`config.mk`:
```
export PLATFORM = sky130hd
export DESIGN_NAME = triac_phase_angle_firing
export DESIGN_NICKNAME = d
export VERILOG_FILES = /design/src/rtl/core/tpaf_pkg.sv /design/src/rtl/core/tpaf_core.sv /design/src/rtl/core/triac_phase_angle_firing.sv
export SDC_FILE = /design/constraint.sdc
export NUM_CORES = 1
export LEC_CHECK = 0
export BUFFER_PORTS_ARGS = -buffer_cell sky130_fd_sc_hd__buf_2
export CAP_MARGIN = 20
export CORE_MARGIN = 2
export CORE_UTILIZATION = 50
export CTS_CLUSTER_DIAMETER = 80
export DETAILED_ROUTE_END_ITERATION = 10
export HOLD_SLACK_MARGIN = 0.05
export PLACE_DENSITY = 0.76
export SLEW_MARGIN = 10
export SYNTH_ARGS = -nofsm -noshare
export SYNTH_HDL_FRONTEND = slang
export SYNTH_SLANG_ARGS = --single-unit
```
`constraint.sdc`:
```
create_clock -name aclk -period 5.25 [get_ports aclk]
set_input_delay 0.525 -clock aclk [delete_from_list [all_inputs] [get_ports aclk]]
set_output_delay 0.525 -clock aclk [all_outputs]
set_load 0.1 [all_outputs]
```
`src/rtl/core/tpaf_pkg.sv`:
```
// ----------------------------------------------------------------------------
// tpaf_pkg
// Types, constants and helpers for the triac phase-angle firing block.
// ----------------------------------------------------------------------------
package tpaf_pkg;

    localparam int TIMER_BITS_DEF = 16;
    localparam int APB_ADDR_BITS  = 4;
    localparam int APB_DATA_BITS  = 32;

    localparam int unsigned DELAY_BASE = 56500;
    localparam int unsigned DELAY_STEP = 90;
    localparam int unsigned PULSE_LOW  = 'hF7;
    localparam int unsigned PULSE_HIGH = 'hFF;

    localparam logic [6:0] LEVEL_MAX    = 7'd100;
    localparam logic [2:0] MODE_MAX     = 3'd5;
    localparam logic [7:0] THRESH_RESET = 8'd100;

    typedef enum logic [1:0] {
        KIND_TICK  = 2'd0,
        KIND_ZERO  = 2'd1,
        KIND_TEMP  = 2'd2,
        KIND_SPARE = 2'd3
    } kind_t;

    typedef enum logic [1:0] {
        REG_FIRE_LEVEL   = 2'd0,
        REG_CHANNEL_MODE = 2'd1,
        REG_ALARM_THRESH = 2'd2,
        REG_POWER_ENABLE = 2'd3
    } reg_idx_t;

    typedef enum logic [2:0] {
        MODE_NONE = 3'd0,
        MODE_CH1  = 3'd1,
        MODE_CH2  = 3'd2,
        MODE_CH3  = 3'd3,
        MODE_CH12 = 3'd4,
        MODE_ALL  = 3'd5
    } mode_t;

    typedef struct packed {
        logic [6:0] fire_level;
        logic [2:0] channel_mode;
        logic [7:0] alarm_threshold;
        logic       power_enable;
    } cfg_t;

    typedef struct packed {
        logic       timer_busy;
        logic       over_temp;
        logic       buzzer_n;
        logic [2:0] gates_n;
    } status_t;

    // Gate enable mask for a channel mode, channel 1 in bit 0.
    function automatic logic [2:0] chan_enables(input logic [2:0] mode);
        logic [2:0] en;
        unique case (mode)
            MODE_CH1:  en = 3'b001;
            MODE_CH2:  en = 3'b010;
            MODE_CH3:  en = 3'b100;
            MODE_CH12: en = 3'b011;
            MODE_ALL:  en = 3'b111;
            default:   en = 3'b000;
        endcase
        return en;
    endfunction

endpackage

```
`src/rtl/core/tpaf_core.sv`:
```
// ----------------------------------------------------------------------------
// tpaf_core
// Phase timer, gate and alarm state; updates once per processed word.
// ----------------------------------------------------------------------------
module tpaf_core #(
    parameter int TIMER_BITS = tpaf_pkg::TIMER_BITS_DEF
) (
    input  logic              aclk,
    input  logic              aresetn,
    input  logic              advance,
    input  logic [1:0]        kind,
    input  logic [7:0]        temperature,
    input  tpaf_pkg::cfg_t    cfg,
    output tpaf_pkg::status_t status_next
);
    import tpaf_pkg::*;

    localparam logic [TIMER_BITS-1:0] PULSE_RELOAD =
        TIMER_BITS'((PULSE_HIGH << 8) | PULSE_LOW);

    logic [TIMER_BITS-1:0] tick_count_reg, tick_count_next;
    logic                  running_reg, running_next;
    logic                  pending_reg, pending_next;
    logic [2:0]            gates_reg, gates_next;
    logic                  alarm_reg, alarm_next;
    logic                  buzzer_reg, buzzer_next;

    logic [TIMER_BITS-1:0] tick_inc;
    logic [6:0]            level_sat;
    logic [TIMER_BITS-1:0] delay_load;

    assign tick_inc   = tick_count_reg + TIMER_BITS'(1);
    assign level_sat  = (cfg.fire_level > LEVEL_MAX) ? LEVEL_MAX : cfg.fire_level;
    assign delay_load = TIMER_BITS'(DELAY_BASE + DELAY_STEP * 32'(level_sat));

    always_comb begin
        tick_count_next = tick_count_reg;
        running_next    = running_reg;
        pending_next    = pending_reg;
        gates_next      = gates_reg;
        alarm_next      = alarm_reg;
        buzzer_next     = buzzer_reg;
        unique case (kind_t'(kind))
            KIND_TICK: begin
                if (running_reg) begin
                    tick_count_next = tick_inc;
                    if (tick_inc == '0) begin
                        if (pending_reg) begin
                            // fire: alarm and mode sampled here
                            pending_next    = 1'b0;
                            tick_count_next = PULSE_RELOAD;
                            if (!alarm_reg) begin
                                gates_next = gates_reg & ~chan_enables(cfg.channel_mode);
                            end
                        end else begin
                            gates_next   = 3'b111;
                            running_next = 1'b0;
                        end
                    end
                end
            end
            KIND_ZERO: begin
                if (cfg.power_enable) begin
                    tick_count_next = delay_load;
                    pending_next    = 1'b1;
                    running_next    = 1'b1;
                end
            end
            KIND_TEMP: begin
                alarm_next  = (temperature >= cfg.alarm_threshold);
                buzzer_next = (temperature <  cfg.alarm_threshold);
            end
            default: begin
            end
        endcase
    end

    always_ff @(posedge aclk) begin
        if (!aresetn) begin
            tick_count_reg <= '0;
            running_reg    <= 1'b0;
            pending_reg    <= 1'b0;
            gates_reg      <= 3'b111;
            alarm_reg      <= 1'b0;
            buzzer_reg     <= 1'b1;
        end else if (advance) begin
            tick_count_reg <= tick_count_next;
            running_reg    <= running_next;
            pending_reg    <= pending_next;
            gates_reg      <= gates_next;
            alarm_reg      <= alarm_next;
            buzzer_reg     <= buzzer_next;
        end
    end

    assign status_next.timer_busy = running_next;
    assign status_next.over_temp  = alarm_next;
    assign status_next.buzzer_n   = buzzer_next;
    assign status_next.gates_n    = gates_next;

endmodule

```
`src/rtl/core/triac_phase_angle_firing.sv`:
```
// ----------------------------------------------------------------------------
// triac_phase_angle_firing
// Three-channel phase-angle triac firing with over-temperature blocking.
// ----------------------------------------------------------------------------
//  Channel | Dir | Handshake         | Contents
//  s_      | in  | s_tvalid/s_tready | tuser: kind, tdata: temperature
//  m_      | out | m_tvalid/m_tready | tdata: gates, buzzer, alarm, busy
//  apb     | in  | psel/penable      | four control registers
//
//  One word per cycle sustained while m_tready keeps the result moving;
//  a word passes through the input register, then the result register.
//  The state update sits in one short path between those two registers.
//  A stalled result holds the input register; tready drops only then.
//  Synchronous active-low reset empties both stages and restores registers.
// ----------------------------------------------------------------------------
module triac_phase_angle_firing #(
    parameter int TIMER_BITS = tpaf_pkg::TIMER_BITS_DEF
) (
    input  logic                               aclk,
    input  logic                               aresetn,
    input  logic                               s_tvalid,
    output logic                               s_tready,
    input  logic [7:0]                         s_tdata,   // [7:0] temperature
    input  logic [1:0]                         s_tuser,   // [1:0] kind
    output logic                               m_tvalid,
    input  logic                               m_tready,
    // [0] gate1_n [1] gate2_n [2] gate3_n [3] buzzer_n [4] over_temp
    // [5] timer_busy [7:6] zero
    output logic [7:0]                         m_tdata,
    input  logic                               psel,
    input  logic                               penable,
    input  logic                               pwrite,
    input  logic [tpaf_pkg::APB_ADDR_BITS-1:0] paddr,
    input  logic [tpaf_pkg::APB_DATA_BITS-1:0] pwdata,
    output logic [tpaf_pkg::APB_DATA_BITS-1:0] prdata,
    output logic                               pready
);
    import tpaf_pkg::*;

    cfg_t       cfg_reg;
    reg_idx_t   reg_sel;
    logic       cfg_wr;

    logic       in_valid_reg;
    logic [1:0] in_kind_reg;
    logic [7:0] in_temp_reg;
    logic       out_valid_reg;
    status_t    out_data_reg;
    status_t    status_next;
    logic       advance;

    // ---------------- configuration ----------------
    assign pready  = 1'b1;
    assign reg_sel = reg_idx_t'(paddr[APB_ADDR_BITS-1:2]);
    assign cfg_wr  = psel & penable & pwrite & pready;

    always_ff @(posedge aclk) begin
        if (!aresetn) begin
            cfg_reg.fire_level      <= '0;
            cfg_reg.channel_mode    <= MODE_NONE;
            cfg_reg.alarm_threshold <= THRESH_RESET;
            cfg_reg.power_enable    <= 1'b0;
        end else if (cfg_wr) begin
            unique case (reg_sel)
                REG_FIRE_LEVEL:   cfg_reg.fire_level <= pwdata[6:0];
                REG_CHANNEL_MODE: begin
                    // drop codes without meaning
                    if (pwdata[2:0] <= MODE_MAX) begin
                        cfg_reg.channel_mode <= pwdata[2:0];
                    end
                end
                REG_ALARM_THRESH: cfg_reg.alarm_threshold <= pwdata[7:0];
                REG_POWER_ENABLE: cfg_reg.power_enable <= pwdata[0];
                default: begin
                end
            endcase
        end
    end

    always_comb begin
        prdata = '0;
        unique case (reg_sel)
            REG_FIRE_LEVEL:   prdata = APB_DATA_BITS'(cfg_reg.fire_level);
            REG_CHANNEL_MODE: prdata = APB_DATA_BITS'(cfg_reg.channel_mode);
            REG_ALARM_THRESH: prdata = APB_DATA_BITS'(cfg_reg.alarm_threshold);
            REG_POWER_ENABLE: prdata = APB_DATA_BITS'(cfg_reg.power_enable);
            default:          prdata = '0;
        endcase
    end

    // ---------------- datapath ----------------
    assign advance  = in_valid_reg & (~out_valid_reg | m_tready);
    assign s_tready = ~in_valid_reg | advance;

    always_ff @(posedge aclk) begin
        if (!aresetn) begin
            in_valid_reg  <= 1'b0;
            out_valid_reg <= 1'b0;
        end else begin
            if (s_tready) begin
                in_valid_reg <= s_tvalid;
            end
            if (advance) begin
                out_valid_reg <= 1'b1;
            end else if (m_tready) begin
                out_valid_reg <= 1'b0;
            end
        end
    end

    always_ff @(posedge aclk) begin
        if (s_tready && s_tvalid) begin
            in_kind_reg <= s_tuser;
            in_temp_reg <= s_tdata;
        end
        if (advance) begin
            out_data_reg <= status_next;
        end
    end

    tpaf_core #(
        .TIMER_BITS (TIMER_BITS)
    ) u_core (
        .aclk        (aclk),
        .aresetn     (aresetn),
        .advance     (advance),
        .kind        (in_kind_reg),
        .temperature (in_temp_reg),
        .cfg         (cfg_reg),
        .status_next (status_next)
    );

    assign m_tvalid = out_valid_reg;
    assign m_tdata  = {2'b00, out_data_reg};

endmodule

```
* After elaboration in Yosys (flattened, before gate mapping) *
Index checks and enable logic that the tools add are counted.

storage, ports and cells
  bits of input ports = 53
  output and inout port bits = 43
  bits in registers = 60

cells by class
  order comparisons = 4
  mux-type cells = 31
  bitwise gates (word level) = 9
  multiply operators = 1
  equal/unequal tests = 13
  add/sub/neg operators = 2
  reductions and logical operators = 12

operators by type and width
  kind                                                 number
  one-hot mux 32 bit (4 select lines)                  1
  2-to-1 mux 16 bit                                    4
  one-hot mux 16 bit (2 select lines)                  1
  2-to-1 mux 3 bit                                     10
  adder 16 x 1 -> 16 bit, second input constant        1
  adder 16 x 14 -> 16 bit, first input constant        1
  logical NOT 16 bit                                   1
  one-hot mux 3 bit (5 select lines)                   1
  multiplier 6 x 7 -> 13 bit, first input constant     1
  2-to-1 mux 1 bit                                     11
  >= comparator 8 bit                                  1
  < comparator 8 bit                                   1
  > comparator 7 bit, second input constant            1
  2-to-1 mux 7 bit                                     1
  equality test 2 bit, second input constant           3
  equality test 3 x 2 -> 1 bit, second input constant  2
  equality test 3 bit, second input constant           2
  AND reduction 2 bit                                  3
  AND reduction 5 bit                                  1
  equality test 2 x 1 -> 1 bit, second input constant  2
  logical NOT 2 bit                                    2
  != test 2 x 1 -> 1 bit, second input constant        2
  one-hot mux 1 bit (2 select lines)                   2
  AND reduction 4 bit                                  1
  other kinds (11)                                     16

* Depth between registers and ports, before layout *
  depth after elaboration = 14
  mapped depth = 17
  mapped depth without buffers = 17

* By module *
Synthesis repeated with hierarchy kept, for this count alone.

second synthesis, totals
  cells, all modules = 531
  area total of the unflattened synthesis = 4619.4 µm²

modules (own cells, without submodules)
  module                    area each (µm²)  instances  sequential area each (µm²)  cells each
  tpaf_core                 2925.3           1          460.4                       378
  triac_phase_angle_firing  1694.1           1          900.9                       153

* Worst setup path after synthesis *
OpenSTA, ideal clock, no wires.

  path kind = flip-flop to flip-flop
  from = register cfg_reg[15] (netlist name)
  to = register u_core.tick_count_reg[13]
  library setup time = 0.086 ns
  arrival = 4.246 ns
  cell stages (with the launch flop) = 15
  path slack = 0.917 ns
  clock period less this slack = 4.333 ns
  buffers on the path = 0
  cells stage by stage = dfxtp_1 -> o311ai_0 -> and2_1 -> ha_1 -> ha_1 -> inv_1 -> fa_1 -> inv_1 -> fa_1 -> and4_1 -> o311ai_0 -> o211a_1 -> and3_1 -> xnor2_1 -> a221oi_2

on the way
  cells in the longest elaborated chain, start to end = 6

ends and longest elaborated chain
  element                                  RTL line                        RTL
  from (decl)                              triac_phase_angle_firing.sv:40  cfg_t cfg_reg;
  > comparator 7 bit                       tpaf_core.sv:33                 assign level_sat = (cfg.fire_level > LEVEL_MAX) ? LEVEL_MAX : cfg.fire_level;
  2-to-1 mux 7 bit (*)                     tpaf_core.sv:33
  multiplier 6 x 7 -> 13 bit (*)           tpaf_core.sv:34                 assign delay_load = TIMER_BITS'(DELAY_BASE + DELAY_STEP * 32'(level_sat));
  adder 16 x 14 -> 16 bit (*)              tpaf_core.sv:34
  2-to-1 mux 16 bit (*)                    tpaf_core.sv:63                 if (cfg.power_enable) begin
  one-hot mux 16 bit (2 select lines) (*)  tpaf_core.sv:43                 unique case (kind_t'(kind))
  to (signal assigned)                     tpaf_core.sv:87                 tick_count_reg <= tick_count_next;
  to (decl)                                tpaf_core.sv:21                 logic [TIMER_BITS-1:0] tick_count_reg, tick_count_next;

Every way passes the cells marked *; elsewhere a longest branch is shown, timed or not. The select of a mux whose other input is x is not followed.
A chain may end at the register's enable or synchronous reset.

* Worst setup path after layout *
Ends and elaborated chain as after synthesis.

==> impl_results.md <==
* Final Hold Fails at 0
* Relative slew slack at 33.64%
* # port buffers at 42
* CTS max path bufs at 2
* Most common cell after layout, fill and taps aside: nor2_1
* Pre-antenna DRT Iters at 7
* Largest net degree at the start of global routing at 28
* Hold endpoint: in_temp_reg[0]
* Total gr overflow at 0
* Worst path max stage delay at 0.50 ns
* Antenna violations before repair at 0
* Buf/Inv on CP at 3
* CTS tree: yes
* Worst Skew at 0.01091 ns
* Peak Freq at approximately 210 MHz
* Power Dens Cells at approximately 230 mW/mm^2
* RSZ-0062 raised after global routing: no
* Largest area contributor in the netlist: dfxtp_1
* Synth Instances at about 510
* Vias at 3,831
* DRC viols at 0
* Fin Setup TNS at 0 ns
* Post-synth EDFFs at 16
* M1 GR Usage at 26.29%
* Setup violators final at 0
* Min Tclk post-route at 4.753 ns
* Synth cell types at 65
* Row Count at 34
* WL final at 9966 um
* Final ANT Viol Nets at 0
* Area grow syn2layout at 8.078%
* Gr busiest metal: met2
* R2r worst-path depth at 17
* Core Util, Final at 55.67%
* Critical Path AT at 5.00 ns
* Final Max Slew Viols at 0
* Max-cap violations at 0
* Clock latency on the worst-skew pair at 0.34 ns
* Final net count at 639
* Post-CTS setup buffer count at 0
* Critical setup path kind: reg2reg
* Starting density of the core at 51.51%
* GRT met2 Usage at between 30% and 40%
* Final Worst Setup Slack at slightly below 0.5 ns
* Static leakage at 2.196 nW
* #FFs+latches synth at 60
* CTS sink cnt at 60
* GPL Wtd Cong at 0.9072
* Int Power at about 0.75 mW
* Hold Buf Count CTS at 0
* Post-DR wirelength/cell at roughly 15 um
* Status: finished, final reports clean
* Post-DP HPWL at 7646 um
* Critical R2R Capture: u_core.tick_count_reg[13]
* Yosys Warn Count at 0
* First-pass GRT wire length at 16,890 um
* Iter 0 DRT Violations at 272
* I/O pin total at 96
* Slowest-stage cell, CP: fa_1
* Total global-route track usage at 21.03%
* Origin of the critical flop-to-flop path: cfg_reg[15]
* H-Tree Depth at 3
* CTS Buf Count at 9
* Min-Delay Path Depth at 1
* Layout cells sized above 1 at 14.21%
* Commonest cells after routing, fill and taps aside: nor2_1 (48), dfxtp_1 (44), buf_2 (42), inv_1 (35), ha_1 (35)
* Die area at 0.009757 sq mm
* Sw power at 0.3681 mW
* Max IR drop VDD at 0.0001672 V
* Vias in the first global route at about 3,600
* Sequential area share after synthesis at around 30%
* Seq pwr share at 44.0%
* Final period util at between 90% and 100%
* CP startpoint: cfg_reg[15]
* WP data required at between 5 and 6 ns
* Syn_area_per_cell at 8.756 sq um
* Die H at 98.78 um
* Maximum fanout along the worst path at 6
* Cell Area, Synth at about 0.0045 sq mm
* Die Width at 98.78 um
* Floorplan core area at 0.008721 sq mm
* Reg2reg setup slack at 0.50 ns
* Worst setup EP type: flip-flop
* Clock share of power at 38.7%
* Hold WC Path Type: in2reg
* Max reg flops at 19
* Pre-CTS setup slack at around 0.26 ns
* Share of the synthesized area in the top cell type at about a fifth
* Clock Tree Root: clkbuf_8
* Hold path startpoint: s_tdata[0]
* Post-cts gate resize count at 0
* Logic pwr share at 17.3%
* Met3 global-route usage at 3.050%
* Top Family by Delay on Critical Path: compound AO/OA/AOI/OAI gates
* Async S/R FF share, synth at 0%
* Vias/cell at 5.831
* Crit path launch type: flip-flop
* Cell Chain, Critical Path: o311ai_1 -> nand2_1 -> inv_1 -> ha_1 -> xor2_1 -> ha_1 -> inv_1 -> fa_1 -> inv_1 -> ha_1 -> and3_1 -> a221oi_1 -> nor3_1 -> a311oi_1 -> and3_1 -> xnor2_1 -> a221oi_2
* Synth area leaders: dfxtp_1 (20%), edfxtp_1 (11%), ha_1 (9.7%)
* Dominant synthesized flop cell: dfxtp_1
* Clock transition at path regs at 0.08 ns
* Worst-Margin Slew at 0.9933 ns
* N_diodes at 0
* Sw frac at about a third
[worst reg2reg max path: stages, from the launching register on]
cell and delay, ns:
dfxtp_1 0.36, o311ai_1 0.48, nand2_1 0.19, inv_1 0.15
ha_1 0.29, xor2_1 0.17, ha_1 0.27, inv_1 0.05
fa_1 0.50, inv_1 0.05, ha_1 0.37, and3_1 0.21
a221oi_1 0.43, nor3_1 0.10, a311oi_1 0.38, and3_1 0.33
xnor2_1 0.11, a221oi_2 0.23
[cell usage after synthesis (3+ instances only)]
| master | count |
|---|---|
| a21o_1 | 9 |
| fa_1 | 7 |
| buf_4 | 28 |
| a211oi_1 | 6 |
| o211ai_1 | 3 |
| o21ai_0 | 21 |
| o211a_1 | 3 |
| clkbuf_1 | 17 |
| or3_1 | 8 |
| xnor2_1 | 8 |
| nor3_1 | 14 |
| ha_1 | 35 |
| nand2_1 | 24 |
| o21a_1 | 3 |
| xor2_1 | 13 |
| o31ai_1 | 3 |
| nor3b_1 | 4 |
| nor2b_1 | 8 |
| nor4_1 | 7 |
| nand3_1 | 11 |
| a311oi_1 | 4 |
| nand4_1 | 8 |
| a21oi_1 | 24 |
| and2_1 | 6 |
| o221ai_1 | 6 |
| nor2_1 | 48 |
| buf_2 | 3 |
| inv_1 | 35 |
| dfxtp_1 | 44 |
| a221oi_1 | 3 |
| mux2i_1 | 22 |
| nand2b_1 | 6 |
| and3_1 | 9 |
| edfxtp_1 | 16 |
| a31oi_1 | 7 |
[per-stage QoR]
step                hold slack (ns)  instance area [sq um]  total power [mW]  instances
floorplan                    0.4289                   4586            0.6775        538
global placement             0.4384                   4648            0.6877        641
detailed placement           0.4505                   4648            0.6907        641
CTS                          0.3408                   4855             1.118        657
global route                 0.3366                   4855             1.155        657
finish                       0.3493                   4855             1.113        657
[power groups by stage]
| stage | combinational (mW) | clock, mW | sequential [mW] |
|---|---|---|---|
| final | 0.192 | 0.431 | 0.490 |
| after global routing | 0.203 | 0.462 | 0.491 |
| after CTS | 0.191 | 0.437 | 0.490 |
| after global placement | 0.188 | 0 | 0.500 |
| after detailed placement | 0.190 | 0 | 0.500 |
| after floorplan | 0.168 | 0 | 0.509 |
[logic make-up (layout without fill, tap and decap cells)]
kind of cell	Yosys count	count (layout)	synth area share [%]
flip-flops	60	60	30.31
multiplexers	23	23	5.404
adder cells (fa/ha/maj)	42	42	12.87
XOR/XNOR	21	21	4.095
buffers and inverters	87	98	9.888
AO/OA/AOI/OAI	109	109	16.94
AND/OR/NAND/NOR	169	169	20.33
other	2	27	0.1672
[layer usage]
layer / wire (um) / up-vias
met5: 0 / -
met1: 4211 / 1786
met3: 668 / 24
met2: 4833 / 158
met4: 252 / 0
li1: - / 1863
[final cells by class]
cell class | instances | area [sq um]
fillers | 766 | 3866
multi-input cells | 391 | 2780
flip-flops and latches | 60 | 1361
repair buffers | 45 | 232.7
inverters | 37 | 138.9
well taps | 108 | 135.1
clock buffers | 9 | 123.9
clock inverters | 7 | 82.58
[worst max-delay path by stage]
stage	to	depth (start not counted)
6_report	u_core.tick_count_reg[13]	17
5_1_grt	u_core.tick_count_reg[13]	17
3_5_place_dp	u_core.tick_count_reg[13]	14
3_3_place_gp	u_core.tick_count_reg[13]	14
4_1_cts	u_core.tick_count_reg[13]	14
2_1_floorplan	u_core.tick_count_reg[13]	14
Note: power is estimated with default switching activity, not from simulation.
